==> config.mk <==
export PLATFORM = sky130hd
export DESIGN_NAME = rational_sum_accumulator
export DESIGN_NICKNAME = d
export VERILOG_FILES = /design/src/hw/rtl/rsa_pkg.sv /design/src/hw/rtl/rsa_divu.sv /design/src/hw/rtl/rational_sum_accumulator.sv
export SDC_FILE = /design/constraint.sdc
export NUM_CORES = 2
export LEC_CHECK = 0
export ABC_AREA = 1
export BUFFER_PORTS_ARGS = -buffer_cell sky130_fd_sc_hd__buf_4
export CAP_MARGIN = 25
export CORE_MARGIN = 4
export CORE_UTILIZATION = 55
export CTS_BUF_LIST = sky130_fd_sc_hd__clkbuf_4
export DETAILED_ROUTE_END_ITERATION = 8
export GPL_TIMING_DRIVEN = 0
export PLACE_DENSITY_LB_ADDON = 0.05
export SYNTH_ARGS = -nofsm -noshare
export SYNTH_HDL_FRONTEND = slang
export SYNTH_SLANG_ARGS = --single-unit
==> constraint.sdc <==
create_clock -name clk -period 12.5 [get_ports clk]
set_input_delay 3.125 -clock clk [delete_from_list [all_inputs] [get_ports clk]]
set_output_delay 3.125 -clock clk [all_outputs]
set_load 0.05 [all_outputs]
==> src/hw/rtl/rsa_pkg.sv <==
`timescale 1ns / 1ps
// Shared types, widths and sign-magnitude helpers for the rational sum accumulator.
package rsa_pkg;

    localparam int WORD_BITS = 32;
    localparam int IO_BITS   = 32;
    localparam int MAG_W     = 2 * WORD_BITS;
    localparam int CNT_W     = $clog2(MAG_W);

    typedef struct packed {
        logic signed [IO_BITS-1:0] frac_num;
        logic signed [IO_BITS-1:0] frac_den;
        logic                      is_last;
    } frac_word_t;

    typedef struct packed {
        logic signed [IO_BITS-1:0] total_num;
        logic signed [IO_BITS-1:0] total_den;
        logic                      zero_den_seen;
        logic                      overflowed;
    } total_word_t;

    // sign-magnitude, word-sized magnitude
    typedef struct packed {
        logic                 neg;
        logic [WORD_BITS-1:0] mag;
    } wsm_t;

    // sign-magnitude, double-width magnitude
    typedef struct packed {
        logic             neg;
        logic [MAG_W-1:0] mag;
    } sm_t;

    typedef struct packed {
        logic             start;
        logic [MAG_W-1:0] dividend;
        logic [MAG_W-1:0] divisor;
    } div_req_t;

    typedef struct packed {
        logic             done;
        logic [MAG_W-1:0] quotient;
        logic [MAG_W-1:0] remainder;
    } div_rsp_t;

    function automatic wsm_t from_word(logic [WORD_BITS-1:0] v);
        wsm_t r;
        r.neg = v[WORD_BITS-1];
        r.mag = v[WORD_BITS-1] ? (~v + 1'b1) : v;
        return r;
    endfunction

    function automatic sm_t sm_norm(sm_t a);
        sm_t r;
        r     = a;
        r.neg = a.neg && (a.mag != '0);
        return r;
    endfunction

    function automatic sm_t sm_add(sm_t a, sm_t b);
        sm_t r;
        if (a.neg == b.neg)
        begin
            r.neg = a.neg;
            r.mag = a.mag + b.mag;
        end
        else if (a.mag >= b.mag)
        begin
            r.neg = a.neg;
            r.mag = a.mag - b.mag;
        end
        else
        begin
            r.neg = b.neg;
            r.mag = b.mag - a.mag;
        end
        return sm_norm(r);
    endfunction

    // true when the value does not fit a signed word
    function automatic logic word_ovf(sm_t a);
        logic [MAG_W-1:0] lim;
        lim = {{(MAG_W-1){1'b0}}, 1'b1} << (WORD_BITS - 1);
        return a.neg ? (a.mag > lim) : (a.mag >= lim);
    endfunction

    // low word of the two's complement value (wraps)
    function automatic logic [WORD_BITS-1:0] to_word(sm_t a);
        logic [MAG_W-1:0] v;
        v = a.neg ? (~a.mag + 1'b1) : a.mag;
        return v[WORD_BITS-1:0];
    endfunction

endpackage

==> src/hw/rtl/rsa_divu.sv <==
`timescale 1ns / 1ps
// Shared shift-subtract divider giving quotient and remainder of two magnitudes.
module rsa_divu (
    input  logic              clk,
    input  logic              rst_n,
    input  rsa_pkg::div_req_t req,
    output rsa_pkg::div_rsp_t rsp
);
    import rsa_pkg::*;

    typedef enum logic [2:0] {
        D_IDLE = 3'b001,
        D_UP   = 3'b010,
        D_DOWN = 3'b100
    } div_state_t;

    div_state_t       state_reg;
    logic [MAG_W-1:0] rem_reg;
    logic [MAG_W-1:0] dsh_reg;
    logic [MAG_W-1:0] quo_reg;
    logic [CNT_W-1:0] cnt_reg;
    logic             done_reg;

    logic [MAG_W-1:0] cmp_val;
    logic             fits;
    logic [MAG_W-1:0] diff;

    // one comparator: doubled divisor while aligning, divisor while subtracting
    assign cmp_val = (state_reg == D_UP) ? {dsh_reg[MAG_W-2:0], 1'b0} : dsh_reg;
    assign fits    = (cmp_val <= rem_reg);
    assign diff    = rem_reg - dsh_reg;

    always_ff @(posedge clk or negedge rst_n)
    begin
        if (!rst_n)
        begin
            state_reg <= D_IDLE;
            done_reg  <= 1'b0;
            cnt_reg   <= '0;
        end
        else
        begin
            done_reg <= 1'b0;
            case (state_reg)
                D_IDLE:
                begin
                    if (req.start)
                    begin
                        cnt_reg   <= '0;
                        state_reg <= D_UP;
                    end
                end
                D_UP:
                begin
                    if (!dsh_reg[MAG_W-1] && fits)
                        cnt_reg <= cnt_reg + 1'b1;
                    else
                        state_reg <= D_DOWN;
                end
                D_DOWN:
                begin
                    if (cnt_reg == '0)
                    begin
                        state_reg <= D_IDLE;
                        done_reg  <= 1'b1;
                    end
                    else
                        cnt_reg <= cnt_reg - 1'b1;
                end
                default:
                    state_reg <= D_IDLE;
            endcase
        end
    end

    // datapath
    always_ff @(posedge clk)
    begin
        case (state_reg)
            D_IDLE:
            begin
                if (req.start)
                begin
                    rem_reg <= req.dividend;
                    dsh_reg <= req.divisor;
                    quo_reg <= '0;
                end
            end
            D_UP:
            begin
                if (!dsh_reg[MAG_W-1] && fits)
                    dsh_reg <= {dsh_reg[MAG_W-2:0], 1'b0};
            end
            D_DOWN:
            begin
                quo_reg <= {quo_reg[MAG_W-2:0], fits};
                if (fits)
                    rem_reg <= diff;
                if (cnt_reg != '0)
                    dsh_reg <= {1'b0, dsh_reg[MAG_W-1:1]};
            end
            default:
            begin
            end
        endcase
    end

    assign rsp.done      = done_reg;
    assign rsp.quotient  = quo_reg;
    assign rsp.remainder = rem_reg;

endmodule

==> src/hw/rtl/rational_sum_accumulator.sv <==
`timescale 1ns / 1ps
// A first word of a run is stored as given; a later word runs three multiplies, the cross sum,
// a Euclid gcd made of divider steps and, unless g is 0 or +1, two reducing divisions.
// Throughput: one word at a time; frac_ready drops from acceptance of a later or closing word until it is done.
// The result sits in an output register, so a new word is taken while it waits.
// Reset (rst_n, async, low): run empty, sticky flags clear, no result pending.
module rational_sum_accumulator (
    input  logic                 clk,
    input  logic                 rst_n,
    input  logic                 frac_valid,
    output logic                 frac_ready,
    input  rsa_pkg::frac_word_t  frac,
    output logic                 total_valid,
    input  logic                 total_ready,
    output rsa_pkg::total_word_t total
);
    import rsa_pkg::*;

    // one-hot sequencer around the shared multiplier and divider
    typedef enum logic [11:0] {
        S_IDLE  = 12'b0000_0000_0001,
        S_MUL0  = 12'b0000_0000_0010,   // acc_num * d
        S_MUL1  = 12'b0000_0000_0100,   // acc_den * n
        S_MUL2  = 12'b0000_0000_1000,   // acc_den * d
        S_ADD   = 12'b0000_0001_0000,   // cross sum, seed gcd
        S_GCD   = 12'b0000_0010_0000,   // test divisor, issue remainder
        S_GWAIT = 12'b0000_0100_0000,   // wait for remainder
        S_CHK   = 12'b0000_1000_0000,   // decide on reduction
        S_QNUM  = 12'b0001_0000_0000,   // numerator / g
        S_QDEN  = 12'b0010_0000_0000,   // denominator / g
        S_STORE = 12'b0100_0000_0000,   // wrap to word, overflow check
        S_EMIT  = 12'b1000_0000_0000    // hand result to output register
    } state_t;

    state_t               state_reg;
    state_t               state_next;

    logic [WORD_BITS-1:0] acc_num_reg;
    logic [WORD_BITS-1:0] acc_den_reg;
    logic                 have_sum_reg;
    logic                 zero_flag_reg;
    logic                 ovf_flag_reg;
    logic                 last_reg;

    wsm_t                 n_reg;
    wsm_t                 d_reg;
    sm_t                  prod_a_reg;
    sm_t                  prod_b_reg;
    sm_t                  sn_reg;
    sm_t                  sd_reg;
    sm_t                  ga_reg;
    sm_t                  gb_reg;

    logic                 out_valid_reg;
    total_word_t          out_reg;

    wsm_t                 an;
    wsm_t                 ad;
    logic [WORD_BITS-1:0] mul_a;
    logic [WORD_BITS-1:0] mul_b;
    logic                 mul_neg;
    logic [MAG_W-1:0]     mul_mag;
    sm_t                  mul_res;
    sm_t                  sum_res;
    logic                 do_reduce;
    logic                 in_acc;
    logic                 emit_load;

    div_req_t             div_req;
    div_rsp_t             div_rsp;

    rsa_divu u_divu (
        .clk   (clk),
        .rst_n (rst_n),
        .req   (div_req),
        .rsp   (div_rsp)
    );

    assign frac_ready = (state_reg == S_IDLE);
    assign in_acc     = frac_valid && frac_ready;
    assign emit_load  = (state_reg == S_EMIT) && (!out_valid_reg || total_ready);

    assign an = from_word(acc_num_reg);
    assign ad = from_word(acc_den_reg);

    // single 32x32 multiplier, operands picked by step
    always_comb
    begin
        mul_a   = an.mag;
        mul_b   = d_reg.mag;
        mul_neg = an.neg ^ d_reg.neg;
        case (state_reg)
            S_MUL1:
            begin
                mul_a   = ad.mag;
                mul_b   = n_reg.mag;
                mul_neg = ad.neg ^ n_reg.neg;
            end
            S_MUL2:
            begin
                mul_a   = ad.mag;
                mul_b   = d_reg.mag;
                mul_neg = ad.neg ^ d_reg.neg;
            end
            default:
            begin
            end
        endcase
    end

    assign mul_mag = MAG_W'(mul_a) * MAG_W'(mul_b);
    assign mul_res = sm_norm(sm_t'{neg: mul_neg, mag: mul_mag});
    assign sum_res = sm_add(prod_a_reg, prod_b_reg);

    // reduce unless g is 0 or +1 (g = -1 still flips both signs)
    assign do_reduce = (ga_reg.mag != '0) && !((ga_reg.mag == MAG_W'(1)) && !ga_reg.neg);

    always_comb
    begin
        div_req.start    = 1'b0;
        div_req.dividend = ga_reg.mag;
        div_req.divisor  = gb_reg.mag;
        case (state_reg)
            S_GCD:
                div_req.start = (gb_reg.mag != '0);
            S_CHK:
            begin
                div_req.start    = do_reduce;
                div_req.dividend = sn_reg.mag;
                div_req.divisor  = ga_reg.mag;
            end
            S_QNUM:
            begin
                div_req.start    = div_rsp.done;
                div_req.dividend = sd_reg.mag;
                div_req.divisor  = ga_reg.mag;
            end
            default:
            begin
            end
        endcase
    end

    always_comb
    begin
        state_next = state_reg;
        case (state_reg)
            S_IDLE:
            begin
                if (in_acc)
                begin
                    if (!have_sum_reg)
                        state_next = frac.is_last ? S_EMIT : S_IDLE;
                    else
                        state_next = S_MUL0;
                end
            end
            S_MUL0:  state_next = S_MUL1;
            S_MUL1:  state_next = S_MUL2;
            S_MUL2:  state_next = S_ADD;
            S_ADD:   state_next = S_GCD;
            S_GCD:   state_next = (gb_reg.mag != '0) ? S_GWAIT : S_CHK;
            S_GWAIT: state_next = div_rsp.done ? S_GCD : S_GWAIT;
            S_CHK:   state_next = do_reduce ? S_QNUM : S_STORE;
            S_QNUM:  state_next = div_rsp.done ? S_QDEN : S_QNUM;
            S_QDEN:  state_next = div_rsp.done ? S_STORE : S_QDEN;
            S_STORE: state_next = last_reg ? S_EMIT : S_IDLE;
            S_EMIT:  state_next = emit_load ? S_IDLE : S_EMIT;
            default: state_next = S_IDLE;
        endcase
    end

    // control state
    always_ff @(posedge clk or negedge rst_n)
    begin
        if (!rst_n)
        begin
            state_reg     <= S_IDLE;
            have_sum_reg  <= 1'b0;
            zero_flag_reg <= 1'b0;
            ovf_flag_reg  <= 1'b0;
            out_valid_reg <= 1'b0;
        end
        else
        begin
            state_reg <= state_next;
            if (in_acc)
            begin
                have_sum_reg <= 1'b1;
                if (frac.frac_den[WORD_BITS-1:0] == '0)
                    zero_flag_reg <= 1'b1;
            end
            if (state_reg == S_STORE)
                ovf_flag_reg <= ovf_flag_reg | word_ovf(sn_reg) | word_ovf(sd_reg);
            if (emit_load)
            begin
                have_sum_reg  <= 1'b0;
                zero_flag_reg <= 1'b0;
                ovf_flag_reg  <= 1'b0;
                out_valid_reg <= 1'b1;
            end
            else if (total_ready)
                out_valid_reg <= 1'b0;
        end
    end

    // datapath
    always_ff @(posedge clk)
    begin
        case (state_reg)
            S_IDLE:
            begin
                if (in_acc)
                begin
                    last_reg <= frac.is_last;
                    n_reg    <= from_word(frac.frac_num[WORD_BITS-1:0]);
                    d_reg    <= from_word(frac.frac_den[WORD_BITS-1:0]);
                    if (!have_sum_reg)
                    begin
                        // first word of a run is kept as given
                        acc_num_reg <= frac.frac_num[WORD_BITS-1:0];
                        acc_den_reg <= frac.frac_den[WORD_BITS-1:0];
                    end
                end
            end
            S_MUL0: prod_a_reg <= mul_res;
            S_MUL1: prod_b_reg <= mul_res;
            S_MUL2: sd_reg     <= mul_res;
            S_ADD:
            begin
                sn_reg <= sum_res;
                ga_reg <= sum_res;
                gb_reg <= sd_reg;
            end
            S_GWAIT:
            begin
                // truncating remainder keeps the dividend's sign
                if (div_rsp.done)
                begin
                    ga_reg     <= gb_reg;
                    gb_reg.mag <= div_rsp.remainder;
                    gb_reg.neg <= ga_reg.neg && (div_rsp.remainder != '0);
                end
            end
            S_QNUM:
            begin
                if (div_rsp.done)
                    sn_reg <= sm_norm(sm_t'{neg: sn_reg.neg ^ ga_reg.neg,
                                            mag: div_rsp.quotient});
            end
            S_QDEN:
            begin
                if (div_rsp.done)
                    sd_reg <= sm_norm(sm_t'{neg: sd_reg.neg ^ ga_reg.neg,
                                            mag: div_rsp.quotient});
            end
            S_STORE:
            begin
                acc_num_reg <= to_word(sn_reg);
                acc_den_reg <= to_word(sd_reg);
            end
            default:
            begin
            end
        endcase
    end

    // output register
    always_ff @(posedge clk)
    begin
        if (emit_load)
        begin
            out_reg.total_num     <= IO_BITS'($signed(acc_num_reg));
            out_reg.total_den     <= IO_BITS'($signed(acc_den_reg));
            out_reg.zero_den_seen <= zero_flag_reg;
            out_reg.overflowed    <= ovf_flag_reg;
        end
    end

    assign total_valid = out_valid_reg;
    assign total       = out_reg;

`ifndef NO_ASSERTIONS
    // a word that needs arithmetic or closes the run keeps the block busy next cycle
    a_busy_after_accept: assert property (@(posedge clk) disable iff (!rst_n)
        (in_acc && (have_sum_reg || frac.is_last)) |=> !frac_ready)
        else $error("input taken twice in a row");

    // divider answers only while the sequencer waits on it
    a_done_in_wait: assert property (@(posedge clk) disable iff (!rst_n)
        div_rsp.done |-> (state_reg == S_GWAIT || state_reg == S_QNUM ||
                          state_reg == S_QDEN))
        else $error("divider result with no waiting step");

    // the cross-sum path only runs on an open run
    a_store_has_sum: assert property (@(posedge clk) disable iff (!rst_n)
        (state_reg == S_MUL0 || state_reg == S_STORE) |-> have_sum_reg)
        else $error("arithmetic on an empty run");

    // emitting clears the run and its flags
    a_emit_clears: assert property (@(posedge clk) disable iff (!rst_n)
        emit_load |=> (!have_sum_reg && !zero_flag_reg && !ovf_flag_reg && total_valid))
        else $error("run not cleared after result");
`endif

endmodule
==> run summary <==
Reg2Reg Setup Slack - 0.03 ns
Post-cts gate resize count - 15
Fin crit period - 12.47 ns
Synth Area in XOR/XNOR - 0.0272
MaxCap Viol Count - 0
Gr ovfl total - 0
FP Rows - 152
CP Data Arrival Time - 13.40 ns
Largest family of logic cells by synthesized area - adder cells
Bufs and invs on worst path - 6
Number of hold violations in the final report - 0
Max reg flops - 66
Compound-cell area share of the yosys netlist - 0.0938
Slowest stage delay, CP - 0.81 ns
Post-Route WL - 434000 µm
Die height - 426 µm
Final worst path period share - 0.997
CTS buffer count - 209
Worst Path Max Fanout - 10
# hold bufs at CTS - 0
CP most frequent cell - fa_1
Area Overhead vs Synth - 8.28%
First-pass GRT wire length - 607000 µm
Port Buffer Count - 136
DRC - 0
Number of synthesized register bits - 805
Die footprint - 0.181 mm²
Tot GR Track Use - 0.467
WL/cell - 27.4 µm
Critical path class - flop to flop
CTS tree - built
Vias - 96345
CP Depth - 40
Synthesized area per cell - 7.44 µm²
Max Slew Vio Count - 0
Starting Density - 0.556
Cell count after synthesis - 12895
Type of destination of the critical path - flop
Hold Slack - 0.453 ns
Width of the die - 426 µm
CP max-delay cell - clkinv_1
Clock Skew - 0.113 ns
Max Fclk - 80.2 MHz
H-tree levels - 4
Top post-synthesis cells by area - edfxtp_1 24%, fa_1 19%, nand2_1 12%, inv_1 9.9%, ha_1 7.7%
Via-per-instance ratio - 6.09
Most numerous cell in the Yosys netlist - nand2_1
Mapped Area - 0.0959 mm²
Delay-heaviest family, CP - adder cells
Total of fill cells in the finished design - 15911
CTS Sinks - 805
Starting DRT DRC Count - 15832
Worst-path clk slew - 0.07 ns
Reg-to-Reg Start - acc_num_reg[1]$_DFFE_PP_
Final #Nets - 14863
YS warnings - 0
Vias in the first global route - 89638
# Post-CTS Setup Buffers - 0
RR Endpoint - sd_reg[64]$_DFFE_PP_
Fraction of layout instances using a drive strength above 1 - 0.0650
Synth Area in Simple Gates - 0.242
Worst endpoint required time - 13.43 ns
Synth top area share - 0.244
GP Congestion - 1.16
Synthesized Nets - 14455
Start point of the critical path - acc_num_reg[1]$_DFFE_PP_
Slew @ Worst Pin - 1.20 ns
Synth area leader - edfxtp_1
Post-Synth Adder-Cell Area - 0.265
Register area share after synthesis - 0.251
Ports - 137
Core area - 0.172 mm²
Slew margin rel. - 0.202
Post-synth EDFFs - 779
DP HPWL - 365000 µm
Worst Hold Launch - zero_flag_reg$_DFFE_PN0P_
Netlist cell types - 69
CTS Root Cell - clkbuf_4
Ys flop type - edfxtp_1
Initial antenna violation count - 48
Post-synth ARST share - 0.0323
Status - finished, final reports clean
R2R depth - 40
CP Capture Point - sd_reg[64]$_DFFE_PP_
Clk buf depth - 3
Worst-Skew Late Latency - 1.28 ns
Setup violators final - 0
Final ANT Viol Nets - 0
Drt first pass iters - 8
Largest net degree at the start of global routing - 60
RSZ-0062 raised after global routing - false
Hold crit path type - flop to flop
Post-synthesis mux area share - 0
Commonest cells post-synth - 3142 x nand2_1, 2525 x inv_1, 1623 x nor2_1
Startpoint Class - flop
cell families (layout without fill, tap and decap cells):
kind of cell,count (synthesis),after routing
simple gates,5681,5681
buf+inv,3009,3585
compound gates,1611,1611
fa+ha+maj,1491,1491
flops,805,805
xor+xnor,298,298
other cells,0,38
worst register-to-register path: cells and delay by family (launching register included):
kind                     cells  cell delay [ns]
XOR/XNOR                     2             0.58
flip-flops                   1             0.47
buffers and inverters        6             1.38
AND/OR/NAND/NOR             17             3.86
adder cells (fa/ha/maj)     10             4.51
AO/OA/AOI/OAI                5             1.36
stage by stage:
stage	cell area (µm²)	setup WS, ns	utilization	TNS (ns)	instances
after global placement	99800	-3.35	0.579	-459.32	15341
after CTS	104000	0.187	0.600	0	15778
after global routing	104000	0.0234	0.602	0	15788
final	104000	0.0313	0.602	0	15819
after detailed placement	101000	-0.0876	0.585	-0.216	15399
after floorplan	95900	0.937	-	0	12895
routing by layer:
| layer | global-route usage | share of wire | up-vias | wire, µm |
|---|---|---|---|---|
| li1 | - | - | 41190 | - |
| met2 | 0.656 | 0.40 | 7898 | 175000 |
| met3 | 0.182 | 0.16 | 1587 | 69400 |
| met1 | 0.607 | 0.36 | 45632 | 156000 |
| met4 | 0.285 | 0.076 | 38 | 33000 |
| met5 | 0.00161 | 0.00075 | - | 327 |
how the worst min path moves through the flow:
stage | end | cells after the start | slack, ns
after floorplan | total[1]$_DFFE_PP_ | 0 | 0.43
after global routing | total[1]$_DFFE_PP_ | 0 | 0.48
final | total[1]$_DFFE_PP_ | 0 | 0.45
after detailed placement | total[1]$_DFFE_PP_ | 0 | 0.45
after global placement | total[1]$_DFFE_PP_ | 0 | 0.43
after CTS | total[1]$_DFFE_PP_ | 0 | 0.47
layout make-up:
| cell class | count | area [µm²] | area share |
|---|---|---|---|
| Tap cell | 2310 | 2890 | 0.0278 |
| Buffer | 415 | 1940 | 0.0187 |
| Clock buffer | 278 | 2090 | 0.0201 |
| Sequential cell | 805 | 24000 | 0.232 |
| Inverter | 2588 | 9730 | 0.0937 |
| Multi-Input combinational cell | 9081 | 60400 | 0.582 |
| Timing Repair Buffer | 203 | 2000 | 0.0193 |
| Antenna cell | 38 | 95.1 | 0.000916 |
| Clock inverter | 101 | 628 | 0.00605 |
layout by cell type (no fill, tap or decap), drive strengths merged, types with 22 or more instances in the layout:
| cell | count |
|---|---|
| a21o | 25 |
| a21oi | 522 |
| a31oi | 83 |
| buf | 329 |
| clkbuf | 565 |
| clkinv | 102 |
| dfrtp | 24 |
| diode | 38 |
| edfxtp | 779 |
| fa | 901 |
| ha | 590 |
| inv | 2579 |
| nand2 | 3186 |
| nand3 | 403 |
| nand3b | 22 |
| nand4 | 152 |
| nor2 | 1658 |
| nor3 | 127 |
| nor4 | 81 |
| o211ai | 68 |
| o21a | 24 |
| o21ai | 725 |
| o21bai | 46 |
| o22ai | 31 |
| or2 | 29 |
| xnor2 | 68 |
| xor2 | 230 |
Power is left out: the tool's default activity adds up to more than one toggle a clock period on the data nets, which glitch-free logic cannot reach.
